[src/sv/adc_average_temperature_defines.svh]
// Assertion macros shared by the averaging block's modules.
`ifndef ADC_AVERAGE_TEMPERATURE_DEFINES_SVH
`define ADC_AVERAGE_TEMPERATURE_DEFINES_SVH
`ifndef SYNTHESIS
`define AAT_ASSERT(lbl, prop, msg) \
    lbl: assert property (@(posedge i_clk) disable iff (!i_rst_n) (prop)) else $error(msg);
`define AAT_ASSERT_NEXT(lbl, ante, cons, msg) \
    lbl: assert property (@(posedge i_clk) disable iff (!i_rst_n) (ante) |=> (cons)) \
        else $error(msg);
`else
`define AAT_ASSERT(lbl, prop, msg)
`define AAT_ASSERT_NEXT(lbl, ante, cons, msg)
`endif
`endif

[src/sv/aat_pkg.sv]
// Package of shared widths and constants for the averaging block.
package aat_pkg;

    localparam int CNT_W   = 8;    // window length and sample count
    localparam int AVG_W   = 12;   // width of the reported average
    localparam int TEMP_W  = 16;   // width of the reported temperature
    localparam int FRAC_W  = 16;   // fraction bits of the fixed-point constants
    localparam int PROD_W  = 33;   // average times slope, any sample width
    localparam int ACC_W   = 35;   // signed offset minus product

    localparam logic [CNT_W-1:0] CNT_RESET = 8'd50;

    // round(2^16 * 100 * (1.43/0.0043 + 25))
    localparam logic [31:0] TEMP_K0 = 32'd2343293023;

endpackage

[src/sv/aat_front.sv]
// Front end: sample accumulation, window length register and window close.
module aat_front #(
    parameter int SAMPLE_BITS = 12,
    parameter int SUM_W       = 20
) (
    input  logic                       i_clk,
    input  logic                       i_rst_n,
    input  logic                       i_cfg_valid,
    input  logic [aat_pkg::CNT_W-1:0]  i_cfg_sample_count,
    output logic                       o_cfg_ready,
    input  logic                       i_push,
    input  logic [SAMPLE_BITS-1:0]     i_sample,
    output logic                       o_full,
    input  logic                       i_q_full,
    output logic                       o_q_push,
    output logic [SUM_W-1:0]           o_q_sum,
    output logic [aat_pkg::CNT_W-1:0]  o_q_count
);

    logic [aat_pkg::CNT_W-1:0] r_limit_cfg;
    logic [SUM_W-1:0]          r_sum, n_sum;
    logic [aat_pkg::CNT_W-1:0] r_taken, n_taken;
    logic [aat_pkg::CNT_W-1:0] limit;
    logic [SUM_W-1:0]          sum_inc;
    logic [aat_pkg::CNT_W-1:0] taken_inc;
    logic                      accept;
    logic                      close;

    assign o_cfg_ready = 1'b1;
    assign o_full      = i_q_full;
    assign accept      = i_push && !i_q_full;

    // Zero window length behaves as one.
    assign limit     = (r_limit_cfg == '0) ? aat_pkg::CNT_W'(1) : r_limit_cfg;
    assign sum_inc   = r_sum + SUM_W'(i_sample);
    assign taken_inc = r_taken + aat_pkg::CNT_W'(1);
    assign close     = accept && (taken_inc != '0) && (taken_inc >= limit);

    assign o_q_push  = close;
    assign o_q_sum   = sum_inc;
    assign o_q_count = taken_inc;

    always_comb begin
        n_sum   = r_sum;
        n_taken = r_taken;
        if (close) begin
            n_sum   = '0;
            n_taken = '0;
        end else if (accept) begin
            n_sum   = sum_inc;
            n_taken = taken_inc;
        end
    end

    always_ff @(posedge i_clk) begin
        if (!i_rst_n) begin
            r_limit_cfg <= aat_pkg::CNT_RESET;
            r_sum       <= '0;
            r_taken     <= '0;
        end else begin
            if (i_cfg_valid) begin
                r_limit_cfg <= i_cfg_sample_count;
            end
            r_sum   <= n_sum;
            r_taken <= n_taken;
        end
    end

`include "adc_average_temperature_defines.svh"

    `AAT_ASSERT(a_taken_below_max, r_taken != '1, "window count reached its maximum")
    `AAT_ASSERT_NEXT(a_close_clears, close, (r_taken == '0) && (r_sum == '0), "window not cleared")

endmodule

[src/sv/aat_queue.sv]
// Short queue of closed windows between the front end and the divider.
module aat_queue #(
    parameter int WIDTH = 28,
    parameter int DEPTH = 2
) (
    input  logic             i_clk,
    input  logic             i_rst_n,
    input  logic             i_wr,
    input  logic [WIDTH-1:0] i_data,
    output logic             o_full,
    input  logic             i_rd,
    output logic             o_empty,
    output logic [WIDTH-1:0] o_data
);

    localparam int PTR_W = (DEPTH > 1) ? $clog2(DEPTH) : 1;
    localparam int CNT_W = $clog2(DEPTH + 1);
    localparam logic [PTR_W-1:0] PTR_LAST = PTR_W'(DEPTH - 1);
    localparam logic [CNT_W-1:0] CNT_MAX  = CNT_W'(DEPTH);

    logic [WIDTH-1:0] r_mem [DEPTH];
    logic [PTR_W-1:0] r_wr_ptr;
    logic [PTR_W-1:0] r_rd_ptr;
    logic [CNT_W-1:0] r_count;

    assign o_full  = (r_count == CNT_MAX);
    assign o_empty = (r_count == '0);
    assign o_data  = r_mem[r_rd_ptr];

    always_ff @(posedge i_clk) begin
        if (i_wr) begin
            r_mem[r_wr_ptr] <= i_data;
        end
    end

    always_ff @(posedge i_clk) begin
        if (!i_rst_n) begin
            r_wr_ptr <= '0;
            r_rd_ptr <= '0;
            r_count  <= '0;
        end else begin
            if (i_wr) begin
                r_wr_ptr <= (r_wr_ptr == PTR_LAST) ? '0 : r_wr_ptr + PTR_W'(1);
            end
            if (i_rd) begin
                r_rd_ptr <= (r_rd_ptr == PTR_LAST) ? '0 : r_rd_ptr + PTR_W'(1);
            end
            if (i_wr && !i_rd) begin
                r_count <= r_count + CNT_W'(1);
            end else if (i_rd && !i_wr) begin
                r_count <= r_count - CNT_W'(1);
            end
        end
    end

`include "adc_average_temperature_defines.svh"

    `AAT_ASSERT(a_no_overflow, !(i_wr && o_full), "write into a full queue")
    `AAT_ASSERT(a_no_underflow, !(i_rd && o_empty), "read from an empty queue")

endmodule

[src/sv/aat_back.sv]
// Back end: iterative divide, fixed-point temperature and result register.
module aat_back #(
    parameter int SAMPLE_BITS = 12,
    parameter int SUM_W       = 20
) (
    input  logic                        i_clk,
    input  logic                        i_rst_n,
    input  logic                        i_q_empty,
    input  logic [SUM_W-1:0]            i_q_sum,
    input  logic [aat_pkg::CNT_W-1:0]   i_q_count,
    output logic                        o_q_pop,
    output logic                        o_empty,
    input  logic                        i_pop,
    output logic [aat_pkg::AVG_W-1:0]   o_average,
    output logic signed [aat_pkg::TEMP_W-1:0] o_temp_centi
);

    localparam int K1_W    = aat_pkg::PROD_W - SAMPLE_BITS;
    localparam int BIT_W   = $clog2(SUM_W + 1);
    localparam int WHOLE_W = aat_pkg::ACC_W - aat_pkg::FRAC_W;
    localparam int CNT_W   = aat_pkg::CNT_W;
    localparam logic [63:0] K1_FULL =
        ((64'd3300000 * 64'd131072) / (64'd43 << SAMPLE_BITS) + 64'd1) / 64'd2;
    localparam logic [K1_W-1:0]    K1       = K1_FULL[K1_W-1:0];
    localparam logic [WHOLE_W-1:0] POS_LIM  = WHOLE_W'(32767);
    localparam logic [WHOLE_W-1:0] NEG_LIM  = WHOLE_W'(32768);
    localparam logic [aat_pkg::TEMP_W-1:0] TEMP_MAX = 16'h7FFF;
    localparam logic [aat_pkg::TEMP_W-1:0] TEMP_MIN = 16'h8000;

    typedef enum logic [5:0] {
        S_IDLE = 6'b000001,
        S_DIV  = 6'b000010,
        S_MUL  = 6'b000100,
        S_ACC  = 6'b001000,
        S_MAG  = 6'b010000,
        S_OUT  = 6'b100000
    } t_back_state;

    t_back_state r_state, n_state;

    logic [SUM_W-1:0]                r_quot, n_quot;
    logic [CNT_W-1:0]                r_rem, n_rem;
    logic [CNT_W-1:0]                r_div, n_div;
    logic [BIT_W-1:0]                r_bits, n_bits;
    logic [aat_pkg::PROD_W-1:0]      r_prod;
    logic [aat_pkg::ACC_W-1:0]       r_acc;
    logic                            r_neg;
    logic [aat_pkg::ACC_W-1:0]       r_mag;
    logic                            r_out_valid;
    logic [aat_pkg::AVG_W-1:0]       r_out_avg;
    logic [aat_pkg::TEMP_W-1:0]      r_out_temp;

    logic [CNT_W:0]                  trial;
    logic                            fits;
    logic [WHOLE_W-1:0]              whole;
    logic [aat_pkg::TEMP_W-1:0]      temp_sat;
    logic                            out_free;
    logic                            load_out;

    assign out_free = !r_out_valid || i_pop;
    assign load_out = (r_state == S_OUT) && out_free;
    assign o_q_pop  = (r_state == S_IDLE) && !i_q_empty;

    // One quotient bit per cycle, restoring.
    assign trial = {r_rem, r_quot[SUM_W-1]};
    assign fits  = (trial >= {1'b0, r_div});

    always_comb begin
        n_state = r_state;
        n_quot  = r_quot;
        n_rem   = r_rem;
        n_div   = r_div;
        n_bits  = r_bits;
        case (r_state)
            S_IDLE: begin
                if (!i_q_empty) begin
                    n_quot  = i_q_sum;
                    n_div   = i_q_count;
                    n_rem   = '0;
                    n_bits  = BIT_W'(SUM_W);
                    n_state = S_DIV;
                end
            end
            S_DIV: begin
                n_rem  = fits ? CNT_W'(trial - {1'b0, r_div}) : trial[CNT_W-1:0];
                n_quot = {r_quot[SUM_W-2:0], fits};
                n_bits = r_bits - BIT_W'(1);
                if (r_bits == BIT_W'(1)) begin
                    n_state = S_MUL;
                end
            end
            S_MUL:   n_state = S_ACC;
            S_ACC:   n_state = S_MAG;
            S_MAG:   n_state = S_OUT;
            S_OUT: begin
                if (out_free) begin
                    n_state = S_IDLE;
                end
            end
            default: n_state = S_IDLE;
        endcase
    end

    assign whole = r_mag[aat_pkg::ACC_W-1:aat_pkg::FRAC_W];

    always_comb begin
        if (!r_neg) begin
            temp_sat = (whole > POS_LIM) ? TEMP_MAX : whole[aat_pkg::TEMP_W-1:0];
        end else begin
            temp_sat = (whole > NEG_LIM) ? TEMP_MIN
                                         : (~whole[aat_pkg::TEMP_W-1:0]) + 16'd1;
        end
    end

    always_ff @(posedge i_clk) begin
        r_quot <= n_quot;
        r_rem  <= n_rem;
        r_div  <= n_div;
        r_bits <= n_bits;
        if (r_state == S_MUL) begin
            r_prod <= aat_pkg::PROD_W'(r_quot[SAMPLE_BITS-1:0]) * aat_pkg::PROD_W'(K1);
        end
        if (r_state == S_ACC) begin
            r_acc <= aat_pkg::ACC_W'(aat_pkg::TEMP_K0) - aat_pkg::ACC_W'(r_prod);
        end
        if (r_state == S_MAG) begin
            r_neg <= r_acc[aat_pkg::ACC_W-1];
            r_mag <= r_acc[aat_pkg::ACC_W-1] ? (~r_acc) + aat_pkg::ACC_W'(1) : r_acc;
        end
        if (load_out) begin
            r_out_avg  <= r_quot[aat_pkg::AVG_W-1:0];
            r_out_temp <= temp_sat;
        end
    end

    always_ff @(posedge i_clk) begin
        if (!i_rst_n) begin
            r_state     <= S_IDLE;
            r_out_valid <= 1'b0;
        end else begin
            r_state <= n_state;
            if (load_out) begin
                r_out_valid <= 1'b1;
            end else if (i_pop) begin
                r_out_valid <= 1'b0;
            end
        end
    end

    assign o_empty      = !r_out_valid;
    assign o_average    = r_out_avg;
    assign o_temp_centi = r_out_temp;

`include "adc_average_temperature_defines.svh"

    `AAT_ASSERT(a_divisor_nonzero, (r_state != S_DIV) || (r_div != '0), "divide by zero")
    `AAT_ASSERT_NEXT(a_result_held, r_out_valid && !i_pop, r_out_valid, "result lost")

endmodule

[src/sv/adc_average_temperature.sv]
// Top level of the oversampled temperature averaging block.
//
// Each transfer on the input side is one raw sensor reading. Readings are summed
// over a window of sample_count samples (a count of zero acts as one; lowering
// the count mid-window closes the window on the next reading). At the close of a
// window one result is produced: the truncated mean and the temperature in
// hundredths of a degree, saturated to signed 16 bits. The front end accepts one
// reading per cycle and stalls (full high) only while two closed windows already
// wait in the queue. In the back end each window is fetched from the queue, then
// passes through the bit-serial divider and the multiply, offset, magnitude and
// result stages in that order. The result register holds a finished result until
// it is popped while the next window is worked on. Write sample_count only while
// the block is idle; the write does not clear a window in progress.
module adc_average_temperature #(
    parameter int SAMPLE_BITS = 12
) (
    input  logic                               i_clk,
    input  logic                               i_rst_n,
    input  logic                               i_cfg_valid,
    output logic                               o_cfg_ready,
    input  logic [aat_pkg::CNT_W-1:0]          i_cfg_sample_count,
    input  logic                               push,
    output logic                               full,
    input  logic [SAMPLE_BITS-1:0]             i_sample,
    output logic                               empty,
    input  logic                               pop,
    output logic [aat_pkg::AVG_W-1:0]          o_average,
    output logic signed [aat_pkg::TEMP_W-1:0]  o_temp_centi
);

    // Sum wide enough for a full window of full-scale readings.
    localparam int SUM_W = SAMPLE_BITS + aat_pkg::CNT_W;
    localparam int Q_W   = SUM_W + aat_pkg::CNT_W;

    logic                      q_push;
    logic                      q_full;
    logic                      q_pop;
    logic                      q_empty;
    logic [SUM_W-1:0]          q_sum_in;
    logic [aat_pkg::CNT_W-1:0] q_count_in;
    logic [Q_W-1:0]            q_data_out;

    // Accumulate and close windows.
    aat_front #(
        .SAMPLE_BITS (SAMPLE_BITS),
        .SUM_W       (SUM_W)
    ) u_front (
        .i_clk              (i_clk),
        .i_rst_n            (i_rst_n),
        .i_cfg_valid        (i_cfg_valid),
        .i_cfg_sample_count (i_cfg_sample_count),
        .o_cfg_ready        (o_cfg_ready),
        .i_push             (push),
        .i_sample           (i_sample),
        .o_full             (full),
        .i_q_full           (q_full),
        .o_q_push           (q_push),
        .o_q_sum            (q_sum_in),
        .o_q_count          (q_count_in)
    );

    // Hold closed windows so the front end keeps taking readings.
    aat_queue #(
        .WIDTH (Q_W),
        .DEPTH (2)
    ) u_queue (
        .i_clk   (i_clk),
        .i_rst_n (i_rst_n),
        .i_wr    (q_push),
        .i_data  ({q_sum_in, q_count_in}),
        .o_full  (q_full),
        .i_rd    (q_pop),
        .o_empty (q_empty),
        .o_data  (q_data_out)
    );

    // Divide, convert and present one result at a time.
    aat_back #(
        .SAMPLE_BITS (SAMPLE_BITS),
        .SUM_W       (SUM_W)
    ) u_back (
        .i_clk        (i_clk),
        .i_rst_n      (i_rst_n),
        .i_q_empty    (q_empty),
        .i_q_sum      (q_data_out[Q_W-1:aat_pkg::CNT_W]),
        .i_q_count    (q_data_out[aat_pkg::CNT_W-1:0]),
        .o_q_pop      (q_pop),
        .o_empty      (empty),
        .i_pop        (pop),
        .o_average    (o_average),
        .o_temp_centi (o_temp_centi)
    );

endmodule

[config.mk]
export PLATFORM = sky130hd
export DESIGN_NAME = adc_average_temperature
export DESIGN_NICKNAME = d
export VERILOG_FILES = /design/src/sv/aat_pkg.sv /design/src/sv/aat_front.sv /design/src/sv/aat_queue.sv /design/src/sv/aat_back.sv /design/src/sv/adc_average_temperature.sv
export VERILOG_INCLUDE_DIRS = /design/src /design/src/sv
export SDC_FILE = /design/constraint.sdc
export NUM_CORES = 1
export LEC_CHECK = 0
export ABC_AREA = 1
export BUFFER_PORTS_ARGS = -buffer_cell sky130_fd_sc_hd__buf_2
export CAP_MARGIN = 20
export CELL_PAD_IN_SITES_DETAIL_PLACEMENT = 2
export CELL_PAD_IN_SITES_GLOBAL_PLACEMENT = 2
export CORE_AREA = 5 5 213 215
export DETAILED_ROUTE_END_ITERATION = 12
export DIE_AREA = 0 0 218 220
export GPL_TIMING_DRIVEN = 0
export PLACE_DENSITY_LB_ADDON = 0.1
export SYNTH_ARGS = -nofsm -noshare
export SYNTH_HDL_FRONTEND = slang
export SYNTH_SLANG_ARGS = --single-unit
[constraint.sdc]
create_clock -name i_clk -period 5.2 [get_ports i_clk]
set_input_delay 0.26 -clock i_clk [delete_from_list [all_inputs] [get_ports i_clk]]
set_output_delay 0.26 -clock i_clk [all_outputs]
set_load 0.05 [all_outputs]
==> metrics.log, run 1 <==
[metrics] Placed Area: between 0.015 and 0.02 sq mm
[metrics] number of distinct standard cells referenced by the synthesized netlist: 46
[metrics] reg-to-reg slack, setup: 200 ps
[metrics] Total Routing Usage GR: about a fifth
[metrics] Final #Nets: approximately 2,300
[metrics] worst reg2reg path startpoint: u_back.r_quot[11]
[metrics] root cell of the clock tree: clkbuf_16
[metrics] clock skew after layout: between 20 and 30 ps
[metrics] via count of the first global-routing pass: about 15,000
[metrics] later-pin clock latency in the skew report: approximately 550 ps
[metrics] clock tree from TritonCTS: done
[metrics] overall die width: roughly 220 um
[metrics] number of DRC markers in iteration 0: 521
[metrics] origin of the worst min-delay path: i_cfg_sample_count[3]
[metrics] Tightest Hold Check Type: in -> reg
[metrics] final design area excluding fillers: approximately 0.020 sq mm
[metrics] Bufs on Longest Clock Path: 3
[metrics] final count of hold timing violations: 0
[metrics] placer congestion estimate: 0.854
[metrics] standard-cell row count: 77
[metrics] number of antenna violations at the first check in global routing: 1
[metrics] remaining global-route overflow: 0
[metrics] full die area: approximately 0.048 sq mm
[metrics] synthesized netlist cell count: 1,916
[metrics] transition at the pin with the smallest max-transition slack: roughly 1100 ps
[metrics] Detail Route Antenna Nets: 0
[metrics] endpoint class of the critical path: register
[metrics] biggest area contributors in the synthesized netlist: edfxtp_1 (37%), ha_1 (10%), nand2_1 (9.2%)
[metrics] IO Pins: between 50 and 60
[metrics] sequential fraction of the synthesis area: a little over two fifths
[metrics] largest net degree at the start of global routing: 34
[metrics] Crit Path Class: reg -> reg
[metrics] sinks on the clock net: between 200 and 300
[metrics] number of warnings issued by yosys: 0
[metrics] Clock transition at path regs: roughly 60 ps
[metrics] Period minus WS final: 5000 ps
[metrics] final cycle utilization of the critical path: 96.2%
[metrics] area overhead of the layout relative to synthesis: 14.6%
[metrics] number of diodes added for antenna fixing: 0
[metrics] final max-slew violation count: 0
[metrics] worst-case setup slack after placement: -131 ps
[metrics] final-report setup violation count: 0
[metrics] async set-reset flop share out of synthesis: 0%
[metrics] clock buffers created by TritonCTS: 34
[metrics] number of flops mapped to enable cells by yosys: about 210
[metrics] fraction of final layout cells sized beyond drive strength 1: approximately 8.5%
[metrics] critical path fanouts, max: 4
[metrics] Floorplan Core Area: about 0.044 sq mm
[metrics] mapped cell area: 0.0170 sq mm
[metrics] Total Wirelength: slightly above 50,000 um
[metrics] average via count per standard cell: between 5 and 6
[metrics] sum of negative setup slack: 0 ps
[metrics] Net Count, Synth: about 2,100
[metrics] final cell count without fillers: approximately 2,700
[metrics] most area-hungry cell type in the Yosys netlist: edfxtp_1
[metrics] maximum level of the CTS H-tree: 2
[metrics] wire length of the first global-routing pass: between 80,000 and 90,000 um
[metrics] most frequently used flop master after synthesis: edfxtp_1
[metrics] outcome: finished clean
[metrics] Initial Util: 39.1%
[metrics] # port buffers: between 50 and 60
[metrics] drt wl/cell: between 15 and 20 um
[metrics] number of synthesized register bits: 260
[metrics] worst path setup slack after routing: around 200 ps
[metrics] Inst Count DP: 2,564
[metrics] Worst Hold Depth: 3
[metrics] hold-critical path endpoint: u_front.r_limit_cfg[3]
[metrics] sort of element at the start of the critical path: register
[metrics] Pre-Repair DR Iteration Count: 4
[metrics] slew margin rel.: around 29%
[metrics] detailed placer's ending HPWL: 39,500 um
[metrics] count of fill cells added during filler insertion: between 4,000 and 5,000
[metrics] max-capacitance violation count: 0
[metrics] mean post-synth cell area: around 9 sq um
[metrics] total via count in the routed design: around 13,000
[metrics] proportion of netlist area held by the largest area contributor: approximately 37%
[metrics] DRC violation count after routing: 0
[metrics] top library cells by usage in the layout, fill and taps aside: nand2_1 (416), inv_1 (324), edfxtp_1 (212)
[metrics] Chip Height: 220 um
[metrics] commonest non-fill, non-tap cell in the layout: nand2_1
[metrics] Crit path arrival time: roughly 5300 ps
[metrics] depth of the worst register-to-register path: 18
[metrics] required time of the critical path: approximately 5500 ps
[metrics] worst reg2reg path endpoint: u_back.r_prod[32]
[metrics] highest attainable clock frequency: roughly 200 MHz
==> stage by stage <==
stage / hold slack (ps) / util [%]
finish: 22.8 / 44.8
CTS: 4.54 / 44.4
floorplan: 371 / -
global route: 15.4 / 44.8
detailed placement: 462 / 41.6
global placement: 435 / 41.4
==> state kept, by name, summed over array words and instances, names as in the netlist, 2 cells and up, named ones only <==
register             count
u_back.o_average        12
u_back.o_temp_centi     16
u_back.r_acc            34
u_back.r_bits            5
u_back.r_div             8
u_back.r_mag            19
u_back.r_prod           33
u_back.r_quot           20
u_back.r_rem             8
u_back.r_state           6
u_front.r_limit_cfg      8
u_front.r_sum           20
u_front.r_taken          8
u_queue.r_count          2
u_queue.r_mem           56
==> critical path: stages (launching register included) <==
cell	delay, ps
edfxtp_1	450
fa_1	630
inv_1	80
fa_1	480
inv_1	70
fa_1	450
fa_1	520
inv_1	60
fa_1	550
inv_1	50
ha_1	360
a21oi_1	240
o21ai_0	200
a21oi_1	260
inv_1	110
nand2_1	70
nand3b_1	80
nand2_1	60
nand2_1	50
==> synthesized netlist by cell type, types with 2 or more instances <==
cell type and n:
or2_2 4, dfxtp_1 48, a21o_1 6, o21ai_0 95, fa_1 61, o21a_1 2
a21boi_0 2, inv_2 2, o21bai_1 6, nand4_1 38, nor2_1 157, nand3b_1 6
o31ai_1 2, a21oi_2 13, ha_1 141, nor4_1 3, a31oi_1 23, xnor2_1 18
buf_2 2, buf_6 2, nand3_1 91, clkbuf_1 19, o21ai_1 5, inv_1 324
a21oi_1 86, a211oi_1 2, edfxtp_1 212, conb_1 2, nor2_2 10, nand2_1 417
nor3_1 30, and3_1 2, and2_1 7, xor2_1 66
==> metal layers <==
layer	routed length [um]	track usage, %
met5	0	0
met4	1300	5.44
met3	1510	3.41
met2	26800	40.1
met1	21100	25.1
==> how the worst max path moves through the flow <==
stage	start	end	slack (ps)
after CTS	u_back.r_quot[3]	u_back.r_prod[29]	100
after global placement	u_back.r_quot[10]	u_back.r_prod[29]	-20
after global routing	u_back.r_quot[11]	u_back.r_prod[32]	-30
after detailed placement	u_back.r_quot[10]	u_back.r_prod[26]	-130
final	u_back.r_quot[11]	u_back.r_prod[32]	200
after floorplan	u_back.r_quot[10]	u_back.r_prod[29]	530
==> cells by family after synthesis <==
group | after synthesis | share of synthesized area (%)
simple gates | 770 | 19.1
buf+inv | 352 | 7.88
flops | 260 | 43.0
compound gates | 246 | 8.07
fa+ha+maj | 202 | 17.5
xor+xnor | 84 | 4.32
other cells | 2 | 0.0441
==> layout make-up <==
class	instances	area (sq um)	share of cell area, %
Sequential cell	260	7330	37.5
Timing Repair Buffer	82	558	2.86
Tap cell	592	741	3.79
Clock buffer	40	895	4.58
Inverter	327	1230	6.29
Multi-Input combinational cell	1304	8400	43.0
Buffer	25	115	0.590
Clock inverter	22	256	1.31
==> repair_timing <==
item,4_1_cts,5_1_grt
endpoints found under the hold margin,4,0
pin swaps,0,1
buffers inserted,4,16
endpoints found under the setup margin,8,9
hold buffers,4,0
resized for setup,0,6
Power of run 1 is not shown: default switching activity piles up to over one toggle a cycle in this logic, so the estimate is an artifact.
==> inputs of run 2 (changes only) <==
Settings changed: CORE_AREA 5 5 213 215 to 5 5 206 208, DIE_AREA 0 0 218 220 to 0 0 211 213.
Clock period 5.2 ns to 6 ns, I/O delays scaled along.
==> run 2 against run 1 <==
Net effect:
- worst hold slack improved by 9.1 ps
- global-route usage grew 2.2 points
- worst setup slack better by 370 ps
- clock skew fell by 5.8 ps
- routed wire length is 3.7% higher
- critical path type unchanged
- highest routed layer unchanged
==> metrics.log, run 2 (same netlist as run 1, synthesis figures left out) <==
[metrics] depth of the worst register-to-register path: 17
[metrics] top library cells by usage in the layout, fill and taps aside: nand2_1 (417), inv_1 (324), edfxtp_1 (212)
[metrics] standard-cell row count: between 70 and 80
[metrics] sum of negative setup slack: 0 ps
[metrics] Bufs on Longest Clock Path: 3
[metrics] Floorplan Core Area: ~0.040 sq mm
[metrics] number of DRC markers in iteration 0: 510
[metrics] required time of the critical path: around 6400 ps
[metrics] final count of hold timing violations: 0
[metrics] clock skew after layout: 20.0 ps
[metrics] flip-flop count of the largest register after layout: 56
[metrics] number of diodes added for antenna fixing: 0
[metrics] hold-critical path endpoint: u_back.r_out_valid
[metrics] root cell of the clock tree: clkbuf_16
[metrics] wire length of the first global-routing pass: 84,100 um
[metrics] final-report setup violation count: 0
[metrics] detailed placer's ending HPWL: ~41,000 um
[metrics] Clock transition at path regs: approximately 70 ps
[metrics] total via count in the routed design: 13,573
[metrics] final cycle utilization of the critical path: roughly 91%
[metrics] RSZ-0062 raised after global routing: no
[metrics] Total Wirelength: 52,500 um
[metrics] clock tree from TritonCTS: done
[metrics] drt wl/cell: 20.4 um
[metrics] final cell count without fillers: between 2,000 and 3,000
[metrics] worst reg2reg path startpoint: u_back.r_quot[10]
[metrics] via count of the first global-routing pass: between 15,000 and 20,000
[metrics] full die area: between 0.04 and 0.05 sq mm
[metrics] sinks on the clock net: between 200 and 300
[metrics] IO Pins: 56
[metrics] reg-to-reg slack, setup: roughly 570 ps
[metrics] registers with the highest flip-flop counts: u_queue.r_mem x56, u_back.r_acc x34, u_back.r_prod x33
[metrics] met2 routed WL: ~29,000 um
[metrics] later-pin clock latency in the skew report: about 600 ps
[metrics] max-capacitance violation count: 0
[metrics] DRC violation count after routing: 0
[metrics] slowest cell on the critical path: edfxtp_1
[metrics] origin of the worst min-delay path: pop
[metrics] final design area excluding fillers: roughly 0.019 sq mm
[metrics] number of instances resized during post-cts repair: 0
[metrics] area overhead of the layout relative to synthesis: 13.2%
[metrics] Crit path largest cell delay: about 850 ps
[metrics] wire length on met1: about 21,000 um
[metrics] average via count per standard cell: approximately 5.3
[metrics] outcome: finished clean
[metrics] placer congestion estimate: 0.885
[metrics] slew margin rel.: 27.0%
[metrics] total length of routed met3 wires: between 1000 and 1500 um
[metrics] Pre-Repair DR Iteration Count: 4
[metrics] Largest Register: u_queue.r_mem
[metrics] Period minus WS final: 5430 ps
[metrics] Crit path arrival time: ~5800 ps
[metrics] Chip Height: around 210 um
[metrics] fraction of final layout cells sized beyond drive strength 1: under 10%
[metrics] sort of element at the start of the critical path: register
[metrics] transition at the pin with the smallest max-transition slack: 1090 ps
[metrics] most used cell along the critical path: fa_1
[metrics] Placed Area: 0.0180 sq mm
[metrics] Detail Route Antenna Nets: 0
[metrics] Tightest Hold Check Type: in -> reg
[metrics] Initial Util: 42.2%
[metrics] remaining global-route overflow: 0
[metrics] clock buffers created by TritonCTS: 31
[metrics] largest net degree at the start of global routing: 34
[metrics] highest attainable clock frequency: 184 MHz
[metrics] Final #Nets: ~2,200
[metrics] Crit Path Class: reg -> reg
[metrics] commonest non-fill, non-tap cell in the layout: nand2_1
[metrics] critical path fanouts, max: 13
[metrics] number of antenna violations at the first check in global routing: 0
[metrics] maximum level of the CTS H-tree: 1
[metrics] overall die width: between 200 and 250 um
[metrics] worst reg2reg path endpoint: u_back.r_prod[32]
[metrics] final max-slew violation count: 0
[metrics] Top Metal Used: met4
[metrics] Inst Count DP: 2,505
[metrics] Worst Hold Depth: 4
[metrics] Total Routing Usage GR: between 20% and 30%
[metrics] endpoint class of the critical path: register
[metrics] worst-path cell chain: fa_1 -> xor2_1 -> ha_1 -> fa_1 -> fa_1 -> inv_1 -> fa_1 -> inv_1 -> ha_1 -> a21oi_1 -> o21ai_0 -> a21oi_1 -> inv_1 -> nand2_1 -> nand3b_1 -> nand2_1 -> nand2_1
[metrics] # port buffers: 54
run 2: cell type report:
cell class | count | area (sq um)
Clock buffer | 39 | 866
Sequential cell | 260 | 7330
Multi-Input combinational cell | 1304 | 8370
Clock inverter | 19 | 204
Fill cell | 4515 | 21100
Inverter | 327 | 1230
Tap cell | 532 | 666
Timing Repair Buffer | 72 | 508
Buffer | 25 | 115
run 2: critical path, delay by kind of cell (launching register included):
family / cells / cell delay (ps)
xor+xnor: 1 / 230
buf+inv: 3 / 200
compound gates: 3 / 750
simple gates: 4 / 270
fa+ha+maj: 6 / 2850
flops: 1 / 850
run 2: worst max path at each step:
stage | cells after the start | end | slack, ps | startpoint
floorplan | 16 | u_back.r_prod[29] | 1330 | u_back.r_quot[10]
global placement | 16 | u_back.r_prod[29] | 790 | u_back.r_quot[10]
detailed placement | 17 | u_back.r_prod[27] | 640 | u_back.r_quot[10]
CTS | 17 | u_back.r_prod[32] | 550 | u_back.r_quot[10]
global route | 17 | u_back.r_prod[32] | 240 | u_back.r_quot[10]
finish | 17 | u_back.r_prod[32] | 570 | u_back.r_quot[10]
run 2: timing repair:
action                    CTS  global route
hold endpoints to repair    8             0
hold buffers               14             0
setup buffers               0             0
run 2: metal layers:
metal	GRT usage (%)	up-vias
li1	-	6518
met1	27.6	6851
met2	46.1	136
met3	2.51	68
met4	4.67	0
met5	0	-
run 2: metrics by stage:
stage	hold slack (ps)	utilization (%)	setup slack, ps
after floorplan	411	-	1330
after global placement	436	44.5	787
after detailed placement	460	44.7	642
after CTS	12.4	47.7	553
after global routing	23.1	47.8	239
final	31.8	47.8	569
Power of run 2 is left out for the same reason.
==> inputs of run 3 (changes only) <==
Settings changed: CORE_AREA 5 5 206 208 to 5 5 263 163, DIE_AREA 0 0 211 213 to 0 0 268 168.
==> run 3 against run 2 <==
Net effect:
- critical path depth did not move
- sequential cell count did not move
- die area rose by 0.18%
- via count rose by 2.6%
- sequential share of layout area rose by 0.60 points
- clock skew fell by 3.7 ps
- routed wire length rose by 7.7%
- worst setup slack improved by 0.69 ps
- worst hold slack got worse by 1.4 ps
- cell area fell by 1.6%
- global-route usage rose by 1.3 points
- utilization fell by 0.24 points
- largest cell class unchanged
==> metrics.log, run 3 (same netlist as run 1, synthesis figures left out) <==
[metrics] via count of the first global-routing pass: roughly 15,000
[metrics] number of DRC markers in iteration 0: 898
[metrics] final-report setup violation count: 0
[metrics] drt wl/cell: roughly 22 um
[metrics] depth of the worst register-to-register path: 17
[metrics] Total Routing Usage GR: 24.8%
[metrics] critical path fanouts, max: 13
[metrics] area occupied by multi-input gates: around 0.0084 sq mm
[metrics] IO Pins: between 50 and 60
[metrics] sort of element at the start of the critical path: register
[metrics] Crit path arrival time: between 5000 and 6000 ps
[metrics] transition at the pin with the smallest max-transition slack: 1100 ps
[metrics] highest attainable clock frequency: around 180 MHz
[metrics] remaining global-route overflow: 0
[metrics] outcome: finished clean
[metrics] Detail Route Antenna Nets: 0
[metrics] Pre-Repair DR Iteration Count: 5
[metrics] Crit path largest cell delay: 720 ps
[metrics] Clock transition at path regs: around 60 ps
[metrics] final cycle utilization of the critical path: between 90% and 100%
[metrics] clock tree from TritonCTS: done
[metrics] number of antenna violations at the first check in global routing: 0
[metrics] registers with the highest flip-flop counts: u_queue.r_mem x56, u_back.r_acc x34, u_back.r_prod x33
[metrics] sinks on the clock net: between 200 and 300
[metrics] Total Wirelength: 56,600 um
[metrics] slowest cell on the critical path: edfxtp_1
[metrics] later-pin clock latency in the skew report: 580 ps
[metrics] reg-to-reg slack, setup: between 500 and 600 ps
[metrics] final count of hold timing violations: 0
[metrics] clock buffers created by TritonCTS: 28
[metrics] Final #Nets: roughly 2,200
[metrics] Bufs on Longest Clock Path: 3
[metrics] full die area: approximately 0.045 sq mm
[metrics] detailed placer's ending HPWL: between 40,000 and 50,000 um
[metrics] commonest non-fill, non-tap cell in the layout: nand2_1
[metrics] max-capacitance violation count: 0
[metrics] standard-cell row count: 57
[metrics] worst-path cell chain: fa_1 -> inv_1 -> fa_1 -> inv_1 -> fa_1 -> fa_1 -> inv_1 -> fa_1 -> inv_1 -> ha_1 -> nand2_1 -> inv_1 -> nand2_1 -> nor3_1 -> nand4_1 -> nand4_1 -> nand2_1
[metrics] endpoint class of the critical path: register
[metrics] area overhead of the layout relative to synthesis: 11.5%
[metrics] largest net degree at the start of global routing: 34
[metrics] Period minus WS final: approximately 5400 ps
[metrics] DRC violation count after routing: 0
[metrics] total via count in the routed design: roughly 14,000
[metrics] overall die width: about 270 um
[metrics] Initial Util: roughly 43%
[metrics] fraction of final layout cells sized beyond drive strength 1: about 7%
[metrics] wire length of the first global-routing pass: 88,100 um
[metrics] clock skew after layout: between 15 and 20 ps
[metrics] slew margin rel.: about a quarter
[metrics] maximum level of the CTS H-tree: 1
[metrics] FF/Latch Area: 0.00733 sq mm
[metrics] top library cells by usage in the layout, fill and taps aside: nand2_1 (416), inv_1 (324), edfxtp_1 (212)
[metrics] flip-flop count of the largest register after layout: 56
[metrics] final max-slew violation count: 0
[metrics] Tightest Hold Check Type: in -> reg
[metrics] required time of the critical path: around 6300 ps
[metrics] Largest Register: u_queue.r_mem
[metrics] Crit Path Class: reg -> reg
[metrics] root cell of the clock tree: clkbuf_16
[metrics] RSZ-0062 raised after global routing: no
[metrics] Floorplan Core Area: 0.0399 sq mm
[metrics] sum of negative setup slack: 0 ps
[metrics] Chip Height: 168 um
[metrics] placer congestion estimate: between 0.9 and 1
[metrics] number of diodes added for antenna fixing: 0
[metrics] average via count per standard cell: roughly 5.4
[metrics] # port buffers: 54
[metrics] count of fill cells added during filler insertion: around 4,400
[metrics] Worst Hold Depth: 2
run 3: area by class of cell:
| type | instances | area share, % |
|---|---|---|
| sequential | 260 | 38.6 |
| tap | 531 | 3.50 |
| inverter | 327 | 6.47 |
| multi-input combinational | 1304 | 44.1 |
| timing repair buffer | 61 | 2.03 |
| clock buffer | 38 | 3.94 |
| buffer | 25 | 0.606 |
| clock inverter | 14 | 0.718 |
run 3: layer usage:
layer / routed length (um) / share of wire [%] / GRT usage [%] / vias to the layer above
met5: 82 / 0.14 / 1.41 / -
met4: 918 / 1.6 / 3.92 / 2
met3: 2470 / 4.4 / 3.28 / 71
met2: 25300 / 45 / 39.6 / 289
met1: 27800 / 49 / 36.8 / 7070
li1: - / - / - / 6491
run 3: worst max-delay path, delay by kind of cell (launching register included):
family        cells  cell delay [ps]
fa+ha+maj         6             3180
simple gates      6              980
buf+inv           5              290
flops             1              720
run 3: path summary, 6_finish.rpt:
check / start / end
max reg2reg: u_back.r_quot[10] / u_back.r_prod[27]
min: i_cfg_valid / u_front.r_limit_cfg[5]
max: u_back.r_quot[10] / u_back.r_prod[27]
min reg2reg: u_front.r_sum[7] / u_front.r_sum[7]
run 3: what timing repair did:
action,in CTS,in global routing
setup buffers,0,0
hold endpoints to repair,4,0
resized for setup,0,0
hold buffers,4,0
run 3: metrics by stage:
stage | cells | cell area (sq um) | hold slack, ps | utilization [%] | setup WS, ps
2_1_floorplan | 1916 | 17000 | 411 | - | 1330
3_3_place_gp | 2501 | 18000 | 437 | 45.0 | 708
3_5_place_dp | 2504 | 18100 | 468 | 45.2 | 569
4_1_cts | 2560 | 19000 | 3.26 | 47.5 | 550
5_1_grt | 2560 | 19000 | 26.8 | 47.5 | 275
6_report | 2560 | 19000 | 30.5 | 47.5 | 570
Power of run 3 is left out for the same reason.
